--- src/bfdh_pkg.sv ---
// Shared constants and controller/datapath interface types for the bloom filter core.
// No dependencies.
package bfdh_pkg;

  localparam int MAX_BITS = 1024;
  localparam int IDX_W    = $clog2(MAX_BITS);
  localparam int N_W      = IDX_W + 1;
  localparam int SIZE_W   = 11;
  localparam int KEY_W    = 31;
  localparam int CNT_W    = $clog2(KEY_W);

  localparam logic [SIZE_W-1:0] SIZE_RESET = SIZE_W'(10);

  localparam logic REQ_INSERT = 1'b0;
  localparam logic REQ_QUERY  = 1'b1;

  typedef struct packed {
    logic       load;
    logic       step;
    logic       save;
    logic [1:0] save_sel;
    logic       mem_en;
    logic       mem_we;
    logic [1:0] mem_sel;
    logic       clr;
    logic       acc;
    logic       out_load;
  } ctl_cmd_t;

  typedef struct packed {
    logic req;
    logic clr_last;
    logic out_busy;
  } ctl_stat_t;

endpackage

--- src/bloom_filter_digit_hash_core.sv ---
// Bloom filter core with three digit hashes (key mod n, key/n mod n, key/n/n mod n).
// Takes one beat at a time: the input stalls from acceptance until the result is loaded,
// most of that spent in three 31-step passes of one divider.
// Reset: synchronous; a sweep then zeroes all 1024 store bits, input stalls meanwhile.
// Depends on bfdh_pkg, bfdh_ctrl, bfdh_dpath, bfdh_ram.
module bloom_filter_digit_hash_core (
  input  logic                        clk,
  input  logic                        rst,
  input  logic                        cfg_write,
  input  logic [bfdh_pkg::SIZE_W-1:0] cfg_data,
  input  logic                        in_valid,
  output logic                        in_stall,
  input  logic                        req_type,
  input  logic [bfdh_pkg::KEY_W-1:0]  key,
  output logic                        out_valid,
  input  logic                        out_stall,
  output logic                        probably_present
);
  import bfdh_pkg::*;

  ctl_cmd_t  cmd;
  ctl_stat_t stat;

  bfdh_ctrl u_ctrl (
    .clk     (clk),
    .rst     (rst),
    .in_valid(in_valid),
    .in_stall(in_stall),
    .stat    (stat),
    .cmd     (cmd)
  );

  bfdh_dpath u_dpath (
    .clk             (clk),
    .rst             (rst),
    .cfg_write       (cfg_write),
    .cfg_data        (cfg_data),
    .req_type        (req_type),
    .key             (key),
    .out_stall       (out_stall),
    .out_valid       (out_valid),
    .probably_present(probably_present),
    .cmd             (cmd),
    .stat            (stat)
  );

  a_busy_after_accept: assert property (@(posedge clk) disable iff (rst)
    (in_valid && !in_stall) |=> in_stall)
    else $error("input accepted twice without a result");

  a_no_write_during_clear: assert property (@(posedge clk) disable iff (rst)
    !(cmd.clr && cmd.mem_we))
    else $error("store write during clear sweep");

  a_no_result_overwrite: assert property (@(posedge clk) disable iff (rst)
    cmd.out_load |-> !(out_valid && out_stall))
    else $error("pending result overwritten");

  a_load_only_when_idle: assert property (@(posedge clk) disable iff (rst)
    cmd.load |-> (in_valid && !in_stall))
    else $error("key loaded without an accepted beat");

endmodule

--- src/bfdh_ram.sv ---
// Generic single-port RAM with registered read.
// No dependencies.
module bfdh_ram #(
  parameter int WIDTH = 1,
  parameter int DEPTH = 1024
) (
  input  logic                     clk,
  input  logic                     en,
  input  logic                     we,
  input  logic [$clog2(DEPTH)-1:0] addr,
  input  logic [WIDTH-1:0]         wdata,
  output logic [WIDTH-1:0]         rdata
);

  logic [WIDTH-1:0] mem [DEPTH];

  always_ff @(posedge clk) begin
    if (en) begin
      if (we) begin
        mem[addr] <= wdata;
      end else begin
        rdata <= mem[addr];
      end
    end
  end

endmodule

--- src/bfdh_ctrl.sv ---
// Sequencer for the bloom filter: clear sweep, three divisions, store access, result.
// Depends on bfdh_pkg.
module bfdh_ctrl (
  input  logic              clk,
  input  logic              rst,
  input  logic              in_valid,
  output logic              in_stall,
  input  bfdh_pkg::ctl_stat_t stat,
  output bfdh_pkg::ctl_cmd_t  cmd
);
  import bfdh_pkg::*;

  localparam logic [2:0] ST_CLEAR = 3'd0;
  localparam logic [2:0] ST_IDLE  = 3'd1;
  localparam logic [2:0] ST_DIV   = 3'd2;
  localparam logic [2:0] ST_SAVE  = 3'd3;
  localparam logic [2:0] ST_WR    = 3'd4;
  localparam logic [2:0] ST_RD    = 3'd5;
  localparam logic [2:0] ST_DONE  = 3'd6;

  localparam logic [CNT_W-1:0] DIV_LAST = CNT_W'(KEY_W - 1);

  logic [2:0]       state, state_next;
  logic [CNT_W-1:0] div_cnt, div_cnt_next;
  logic [1:0]       pass, pass_next;
  logic [1:0]       mem_cnt, mem_cnt_next;

  assign in_stall = (state != ST_IDLE);

  always_comb begin
    state_next   = state;
    div_cnt_next = div_cnt;
    pass_next    = pass;
    mem_cnt_next = mem_cnt;
    cmd          = '0;
    unique case (state)
      ST_CLEAR: begin
        cmd.clr    = 1'b1;
        cmd.mem_en = 1'b1;
        if (stat.clr_last) begin
          state_next = ST_IDLE;
        end
      end
      ST_IDLE: begin
        if (in_valid) begin
          cmd.load     = 1'b1;
          div_cnt_next = '0;
          pass_next    = '0;
          state_next   = ST_DIV;
        end
      end
      ST_DIV: begin
        cmd.step     = 1'b1;
        div_cnt_next = div_cnt + CNT_W'(1);
        if (div_cnt == DIV_LAST) begin
          state_next = ST_SAVE;
        end
      end
      ST_SAVE: begin
        cmd.save     = 1'b1;
        cmd.save_sel = pass;
        div_cnt_next = '0;
        mem_cnt_next = '0;
        if (pass == 2'd2) begin
          state_next = (stat.req == REQ_QUERY) ? ST_RD : ST_WR;
        end else begin
          pass_next  = pass + 2'd1;
          state_next = ST_DIV;
        end
      end
      ST_WR: begin
        cmd.mem_en   = 1'b1;
        cmd.mem_we   = 1'b1;
        cmd.mem_sel  = mem_cnt;
        mem_cnt_next = mem_cnt + 2'd1;
        if (mem_cnt == 2'd2) begin
          state_next = ST_DONE;
        end
      end
      ST_RD: begin
        cmd.mem_en   = (mem_cnt != 2'd3);
        cmd.mem_sel  = mem_cnt;
        cmd.acc      = (mem_cnt != 2'd0);
        mem_cnt_next = mem_cnt + 2'd1;
        if (mem_cnt == 2'd3) begin
          state_next = ST_DONE;
        end
      end
      ST_DONE: begin
        if (!stat.out_busy) begin
          cmd.out_load = 1'b1;
          state_next   = ST_IDLE;
        end
      end
      default: begin
        state_next = ST_IDLE;
      end
    endcase
  end

  always_ff @(posedge clk) begin
    if (rst) begin
      state   <= ST_CLEAR;
      div_cnt <= '0;
      pass    <= '0;
      mem_cnt <= '0;
    end else begin
      state   <= state_next;
      div_cnt <= div_cnt_next;
      pass    <= pass_next;
      mem_cnt <= mem_cnt_next;
    end
  end

endmodule

--- src/bfdh_dpath.sv ---
// Datapath: size register, shared restoring divider, index registers, bit store, result.
// Depends on bfdh_pkg and bfdh_ram.
module bfdh_dpath (
  input  logic                       clk,
  input  logic                       rst,
  input  logic                       cfg_write,
  input  logic [bfdh_pkg::SIZE_W-1:0] cfg_data,
  input  logic                       req_type,
  input  logic [bfdh_pkg::KEY_W-1:0]  key,
  input  logic                       out_stall,
  output logic                       out_valid,
  output logic                       probably_present,
  input  bfdh_pkg::ctl_cmd_t          cmd,
  output bfdh_pkg::ctl_stat_t         stat
);
  import bfdh_pkg::*;

  logic [SIZE_W-1:0] filter_size;
  logic [31:0]       size_w;
  logic [N_W-1:0]    n_eff;

  logic              req;
  logic [KEY_W-1:0]  dvd;
  logic [N_W-1:0]    rem;
  logic [N_W:0]      trial;
  logic              ge;
  logic [N_W:0]      diff;
  logic [IDX_W-1:0]  idx [3];
  logic              hit;
  logic [IDX_W-1:0]  clr_addr;
  logic [IDX_W-1:0]  addr;
  logic              rdata;

  always_ff @(posedge clk) begin
    if (rst) begin
      filter_size <= SIZE_RESET;
    end else if (cfg_write) begin
      filter_size <= cfg_data;
    end
  end

  always_comb begin
    size_w = 32'(filter_size);
    if (size_w == 32'd0) begin
      n_eff = N_W'(1);
    end else if (size_w > 32'(MAX_BITS)) begin
      n_eff = N_W'(MAX_BITS);
    end else begin
      n_eff = N_W'(size_w);
    end
  end

  // one restoring step: shift in the next dividend bit, subtract if it fits
  assign trial = {rem, dvd[KEY_W-1]};
  assign ge    = (trial >= {1'b0, n_eff});
  assign diff  = trial - {1'b0, n_eff};

  always_ff @(posedge clk) begin
    if (cmd.load) begin
      req <= req_type;
      dvd <= key;
      rem <= '0;
      hit <= 1'b1;
    end else begin
      if (cmd.step) begin
        dvd <= {dvd[KEY_W-2:0], ge};
        rem <= ge ? diff[N_W-1:0] : trial[N_W-1:0];
      end
      if (cmd.save) begin
        idx[cmd.save_sel] <= rem[IDX_W-1:0];
        rem <= '0;
      end
      if (cmd.acc) begin
        hit <= hit & rdata;
      end
    end
  end

  always_ff @(posedge clk) begin
    if (rst) begin
      clr_addr <= '0;
    end else if (cmd.clr) begin
      clr_addr <= clr_addr + IDX_W'(1);
    end
  end

  assign addr = cmd.clr ? clr_addr : idx[cmd.mem_sel];

  bfdh_ram #(
    .WIDTH(1),
    .DEPTH(MAX_BITS)
  ) u_store (
    .clk  (clk),
    .en   (cmd.mem_en),
    .we   (cmd.mem_we | cmd.clr),
    .addr (addr),
    .wdata(!cmd.clr),
    .rdata(rdata)
  );

  always_ff @(posedge clk) begin
    if (rst) begin
      out_valid <= 1'b0;
    end else if (cmd.out_load) begin
      out_valid <= 1'b1;
    end else if (!out_stall) begin
      out_valid <= 1'b0;
    end
  end

  always_ff @(posedge clk) begin
    if (cmd.out_load) begin
      probably_present <= (req == REQ_QUERY) ? hit : 1'b0;
    end
  end

  assign stat.req      = req;
  assign stat.clr_last = (32'(clr_addr) == 32'(MAX_BITS - 1));
  assign stat.out_busy = out_valid & out_stall;

endmodule
--- config.mk ---
export PLATFORM = sky130hd
export DESIGN_NAME = bloom_filter_digit_hash_core
export DESIGN_NICKNAME = d
export VERILOG_FILES = /design/src/bfdh_pkg.sv /design/src/bloom_filter_digit_hash_core.sv /design/src/bfdh_ram.sv /design/src/bfdh_ctrl.sv /design/src/bfdh_dpath.sv
export SDC_FILE = /design/constraint.sdc
export NUM_CORES = 2
export LEC_CHECK = 0
export ABC_AREA = 1
export BUFFER_PORTS_ARGS = -buffer_cell sky130_fd_sc_hd__buf_2
export CORE_ASPECT_RATIO = 1.2
export CORE_MARGIN = 1.5
export CORE_UTILIZATION = 55
export CTS_BUF_LIST = sky130_fd_sc_hd__clkbuf_16
export CTS_CLUSTER_SIZE = 10
export DETAILED_ROUTE_END_ITERATION = 8
export PLACE_DENSITY_LB_ADDON = 0.3
export SLEW_MARGIN = 20
export SYNTH_ARGS = -nofsm -noshare
export SYNTH_HDL_FRONTEND = slang
export SYNTH_SLANG_ARGS = --single-unit
--- constraint.sdc ---
create_clock -name clk -period 20 [get_ports clk]
set_clock_uncertainty 0.15 [all_clocks]
set_input_delay 3 -clock clk [delete_from_list [all_inputs] [get_ports clk]]
set_output_delay 3 -clock clk [all_outputs]
set_load 0.02 [all_outputs]
; ---- Word-level counts from Yosys, hierarchy flattened
; Memory sizes are Yosys's and may differ from the RTL's. A register that Yosys moved wholly into a read port is not among the register bits.
; Index checks and enable logic that the tools add are counted.
[classes]
add_sub_neg = 5
order_cmp = 2
n_eq_ne = 21
muxes = 40
bitwise = 4
n_reduce_logical = 15
[op_table]
columns = op, count
row1 = $mux W31, 2
row2 = $mux W11, 3
row3 = $mux W3, 8
row4 = $pmux W3 S7, 1
row5 = $mux W1, 17
row6 = $pmux W5 S3, 1
row7 = $ge A12 B11 Y1, 1
row8 = $gt A11 B11 Y1 const B, 1
row9 = $logic_not A11 Y1, 1
row10 = $sub A11 B11 Y11, 1
row11 = $add A10 B1 Y10 const B, 1
row12 = $eq A10 B10 Y1 const B, 1
row13 = $mux W10, 1
row14 = $ne A2 B2 Y1 const B, 5
row15 = $eq A3 B3 Y1 const B, 3
row16 = $ne A2 B1 Y1 const B, 4
row17 = $pmux W2 S2, 2
row18 = $reduce_bool A2 Y1, 4
row19 = $eq A2 B2 Y1 const B, 3
row20 = $eq A3 B2 Y1 const B, 2
row21 = $mux W2, 3
row22 = $reduce_and A6 Y1, 1
row23 = $reduce_or A2 Y1, 3
row24 = $add A5 B1 Y5 const B, 1
row25 = other kinds (14), 17
[totals]
register_bits = 79
ramBits = 1054
input_bits = 48
output_inout_bits = 3
elab_cells = 101
n_memories = 2
[memory_table]
columns = name, words, word_bits, rd, rd_clocked_by_memory_dff, wr, line
row1 = u_dpath.u_store.mem, 1024, 1, 1, 1, 1, bfdh_ram.sv:15  ; logic [WIDTH-1:0] mem [DEPTH];
row2 = u_dpath.idx, 3, 10, 1, 0, 1, bfdh_dpath.sv:28  ; logic [IDX_W-1:0] idx [3];

; ---- Longest topological paths before layout
[depth]
depth_word = 6
ltp_mapped = 26

; ---- Hierarchy
; A second synthesis with hierarchy kept.
[unflattened]
hier_cells = 5790
hier_area_um2 = 52342.7
[modules_own_cells]
columns = module, n_inst, cells_each, area_each_um2
row1 = bfdh_ram, 1, 5082, 46709.8
row2 = bfdh_dpath, 1, 582, 4824.6
row3 = bfdh_ctrl, 1, 126, 808.3

; ---- Worst setup path after synthesis
; OpenSTA, ideal clock, no wires.
[synth_path]
path_kind = register -> register
from = register u_ctrl.state[2]
to = memory u_dpath.u_store.mem[684], enable pin
t_arrival_ns = 19.936
required_ns = 19.538
path_slack_ns = -0.399
stages_incl_launch_ff = 12
period_less_slack_ns = 20.399
cell_sequence = dfxtp_1 -> buf_2 -> inv_1 -> nand2_1 -> buf_4 -> buf_4 -> clkbuf_1 -> a31oi_2 -> nor2_2 -> nand3_1 -> clkbuf_1 -> nor3_1
[synth_between]
elab_chain_cells = 6
[synth_lines]
columns = element, line
row1 = "start, declared", bfdh_ctrl.sv:23  ; logic [2:0] state, state_next;
row2 = "start signal, assigned", bfdh_ctrl.sv:108  ; state <= state_next;
row3 = branches (longest 6 deep; another with $mem_v2 Z3 W10), --
row4 = "end, declared", bfdh_ram.sv:15
; Several ways; the timed one is not identified.

; ---- Final worst setup path
[layout_path]
from = register u_ctrl.state[2]
to = register u_dpath.u_store.rdata (read register of u_dpath.u_store.mem), data pin
[layout_between]
elab_chain_cells = 5
[layout_lines]
columns = element, line
row1 = $eq A3 B3 Y1 / $logic_not A3 Y1 (equally long branches), bfdh_ctrl.sv:36  ; unique case (state)
row2 = $reduce_or A2 Y1 (no line) / $mux W1 (equally long branches), --
row3 = $mux W2 / $or A1 B1 Y1 (equally long branches), "bfdh_ctrl.sv:36, bfdh_dpath.sv:95"
row4 = $mem_v2 Z3 W10 / $not A1 Y1 (equally long branches), --
row5 = $mux W10 / $reduce_and A2 Y1 (equally long branches), --
row6 = "end, declared", bfdh_ram.sv:12  ; output logic [WIDTH-1:0] rdata
; Several ways; a longest one is shown, not always the timed one.
; A chain may end at the register's enable or synchronous reset.

==> flow_summary.ini <==
[critical_path]
cp-end-kind = register
cp_common_cell = nand2_1
slowest_delay_ps = 780
required_ps = 20460
cp_max_fo = 99
crit_type = reg -> reg
path_buf_inv = 6
cp-start-kind = register
cp_top_family = buffers and inverters
arrival_ps = 7030
critPathSlowestCell = buf_4
worstPathCellList = inv_1, nand2_4, buf_4, nand2_1, inv_2, nand2_8, nand2_8, buf_4, buf_4, buf_4, nand2_1, nand2_1, nand2_1, nand2_1, nand2_1, nand2_1, nor2_1, nand2_1, nand2_1, nand2_1, o21ai_1, nand2_1, nor2_1, nand2_1

[floorplanning]
fp-row-count = 125
initial_core_util = 0.554
floorplan.io_pins = 51
die_area_sq_um = 99100
core-area_sq_um = 96500
die_h_microns = 344
dieWidth_microns = 288

[final_layout]
syn2layout_area_growth_pct = 8.23
final_area_sq_um = 57800
final_layout_size_suffix_gt1_frac = 0.0610
fillers = 8134
seq_area_sq_um = 33600
fin_nets = 6001
multi_input_area_sq_um = 17700

[clock_tree]
ctsHtreeMaxLevel = 4
clockRootBuffer = clkbuf_16
cts_buffers = 131
clock_latency_ps = 730
cts_tree = done
cts_hold_buf = 0
ctsResizeCount = 0
cts.sinks = 1134
clk_pin_slew_worst_paths_ps = 50
post_cts_buffers = 0
cts_max_path_buffers = 3

[status]
status = finished clean

[power_and_ir_drop]
power_mw = 8.71
power.switching_mw = 3.64
p_per_area_nw_per_um2 = 151
vdd_drop_max_mv = 0.169
clkPwrFrac = 0.240
power_frac_seq = 0.356
pwr-share-comb = 0.404
p_sw_frac = 0.418
p_leak_nw = 22.8
cellInternalPower_mw = 5.07

[sta]
setup_viol = 0
maxSlewHeadroom = 0.200
max_freq_ghz = 0.152
tns_ps = 0
timing.final.crit_share = 0.329
finalMaxSlewViolations = 0
hold_violations = 0
rsz0062_at_grt = false
layout_setup_ws_ps = 13430
worst_slew_pin_slew_ps = 1200
period_minus_slack_ps = 6570

[global_route]
grt_pass1_wl_microns = 219000
globalRouteOverflowTotal = 0
grt_max_degree = 248
grt_pass1_vias = 38900
grt_use_total = 0.290
antenna_found_initial = 1

[yosys]
syn_area_per_cell_sq_um = 8.78
synthesis.nets = 6155
synth.distinct_cells = 49
synth_top_area_cell = edfxtp_1
synth_most_common_cell = nand2_1
syn_inst = 6087
synth_area_sq_um = 53400
synth.area.top_cells = edfxtp_1 (61%), nand2_1 (20%), nor2_1 (8.2%), nand3_1 (2.0%), dfxtp_1 (1.7%)
synth_top_area_frac = 0.611
synth-edff-count = 1088
synth-main-ff-cell = edfxtp_1
ys_ff_latch = 1134
synth_commonest_cells = nand2_1 (2822), nor2_1 (1163), edfxtp_1 (1088), clkbuf_1 (210), nand3_1 (210)
async_flop_share = 0
seq_area_frac_synth = 0.629
synth_warnings = 0

[job]
maxCapViolCount = 0

[drt]
drtIter0Drc = 4703
totalWireLength_microns = 143000
routedWlPerCell_microns = 19.8
first_pass_iters = 6
drcViolationCount = 0
route.vias.total = 40700
ant_nets = 0
viasPerCell = 5.62

[placed_design]
placement.io_buffers = 50
dp_slack_ps = 12910
place.gp.congestion = 0.864
placed_cell_area_sq_um = 54200
hpwl_microns = 75600

[hold_path]
hold_class = reg -> reg
[through the flow]
stage / utilization / hold slack (ps) / cells
floorplan: - / 281 / 6087
global placement: 0.562 / 305 / 7068
detailed placement: 0.562 / 329 / 7068
CTS: 0.599 / 340 / 7233
global route: 0.599 / 371 / 7235
finish: 0.599 / 339 / 7236
[logic make-up after synthesis]
group | after synthesis | share of synthesized area
AOI/OAI and AO/OA | 122 | 0.0129
xor gates and xnor gates | 9 | 0.00147
adders and majority gates | 20 | 0.00482
buffers and inverters | 535 | 0.0434
DFF | 1134 | 0.629
and+or+nand+nor | 4267 | 0.309
[layout by cell type (no fill, tap or decap), types with 10 or more instances in the layout]
| master | n |
|---|---|
| nand2_1 | 2811 |
| nor2_1 | 1162 |
| edfxtp_1 | 1088 |
| nand3_1 | 201 |
| clkbuf_16 | 138 |
| inv_1 | 109 |
| buf_4 | 88 |
| buf_2 | 50 |
| a21oi_1 | 49 |
| dfxtp_1 | 46 |
| o21ai_0 | 40 |
| nor3_1 | 27 |
| ha_1 | 19 |
| nand2_2 | 18 |
| inv_2 | 16 |
| nor2_4 | 10 |
| nand3_2 | 10 |
| o21ai_1 | 10 |
[worst paths after layout]
path                                              startpoint                               to  slack [ps]  cells after the start
worst max-delay path            u_ctrl.state[2]$_SDFFE_PP0P_  u_dpath.u_store.rdata$_DFFE_PP_       13430                     24
worst min-delay path                u_dpath.hit$_SDFFE_PP1P_         u_dpath.hit$_SDFFE_PP1P_         340                      2
worst max register to register  u_ctrl.state[2]$_SDFFE_PP0P_  u_dpath.u_store.rdata$_DFFE_PP_       13430                     24
worst min register to register      u_dpath.hit$_SDFFE_PP1P_         u_dpath.hit$_SDFFE_PP1P_         340                      2
[sequential cells by signal (all words and copies together), names as in the netlist]
signal / count
u_dpath.u_store.mem: 1024
u_dpath.dvd: 31
u_dpath.idx: 30
u_dpath.filter_size: 11
u_dpath.rem: 11
u_dpath.clr_addr: 10
u_ctrl.div_cnt: 5
u_ctrl.state: 3
u_ctrl.mem_cnt: 2
u_ctrl.pass: 2
u_dpath.hit: 1
u_dpath.out_valid: 1
u_dpath.probably_present: 1
u_dpath.req: 1
u_dpath.u_store.rdata: 1
[layer usage]
metal | GRT usage | wire length, microns | vias to the layer above
met5 | 0 | 0 | -
met4 | 0.142 | 6820 | 0
met3 | 0.0493 | 13100 | 371
met2 | 0.491 | 69600 | 1946
met1 | 0.361 | 53800 | 19300
li1 | - | - | 19000
[worst min-delay path, delay by kind of cell, from the launching register on]
kind | cells | cell delay, ps
AO/OA/AOI/OAI | 1 | 70
flip-flops | 1 | 320
AND/OR/NAND/NOR | 1 | 50
[power groups by stage]
stage	clock network [mW]	logic, mW	registers (mW)
2_1_floorplan	0	2.40	3.40
3_3_place_gp	0	3.40	3.14
3_5_place_dp	0	3.42	3.15
4_1_cts	2.11	3.44	3.10
5_1_grt	2.19	3.87	3.10
6_report	2.09	3.51	3.10
[final cells by class]
class,count,share of cell area
flip-flops and latches,1134,0.581
multi-input cells,4418,0.305
clock buffers,138,0.0597
well taps,1270,0.0275
repair buffers,144,0.0177
inverters,104,0.00692
clock inverters,27,0.00214
diodes,1,0.0000433
Note: power is estimated with default switching activity, not from simulation.
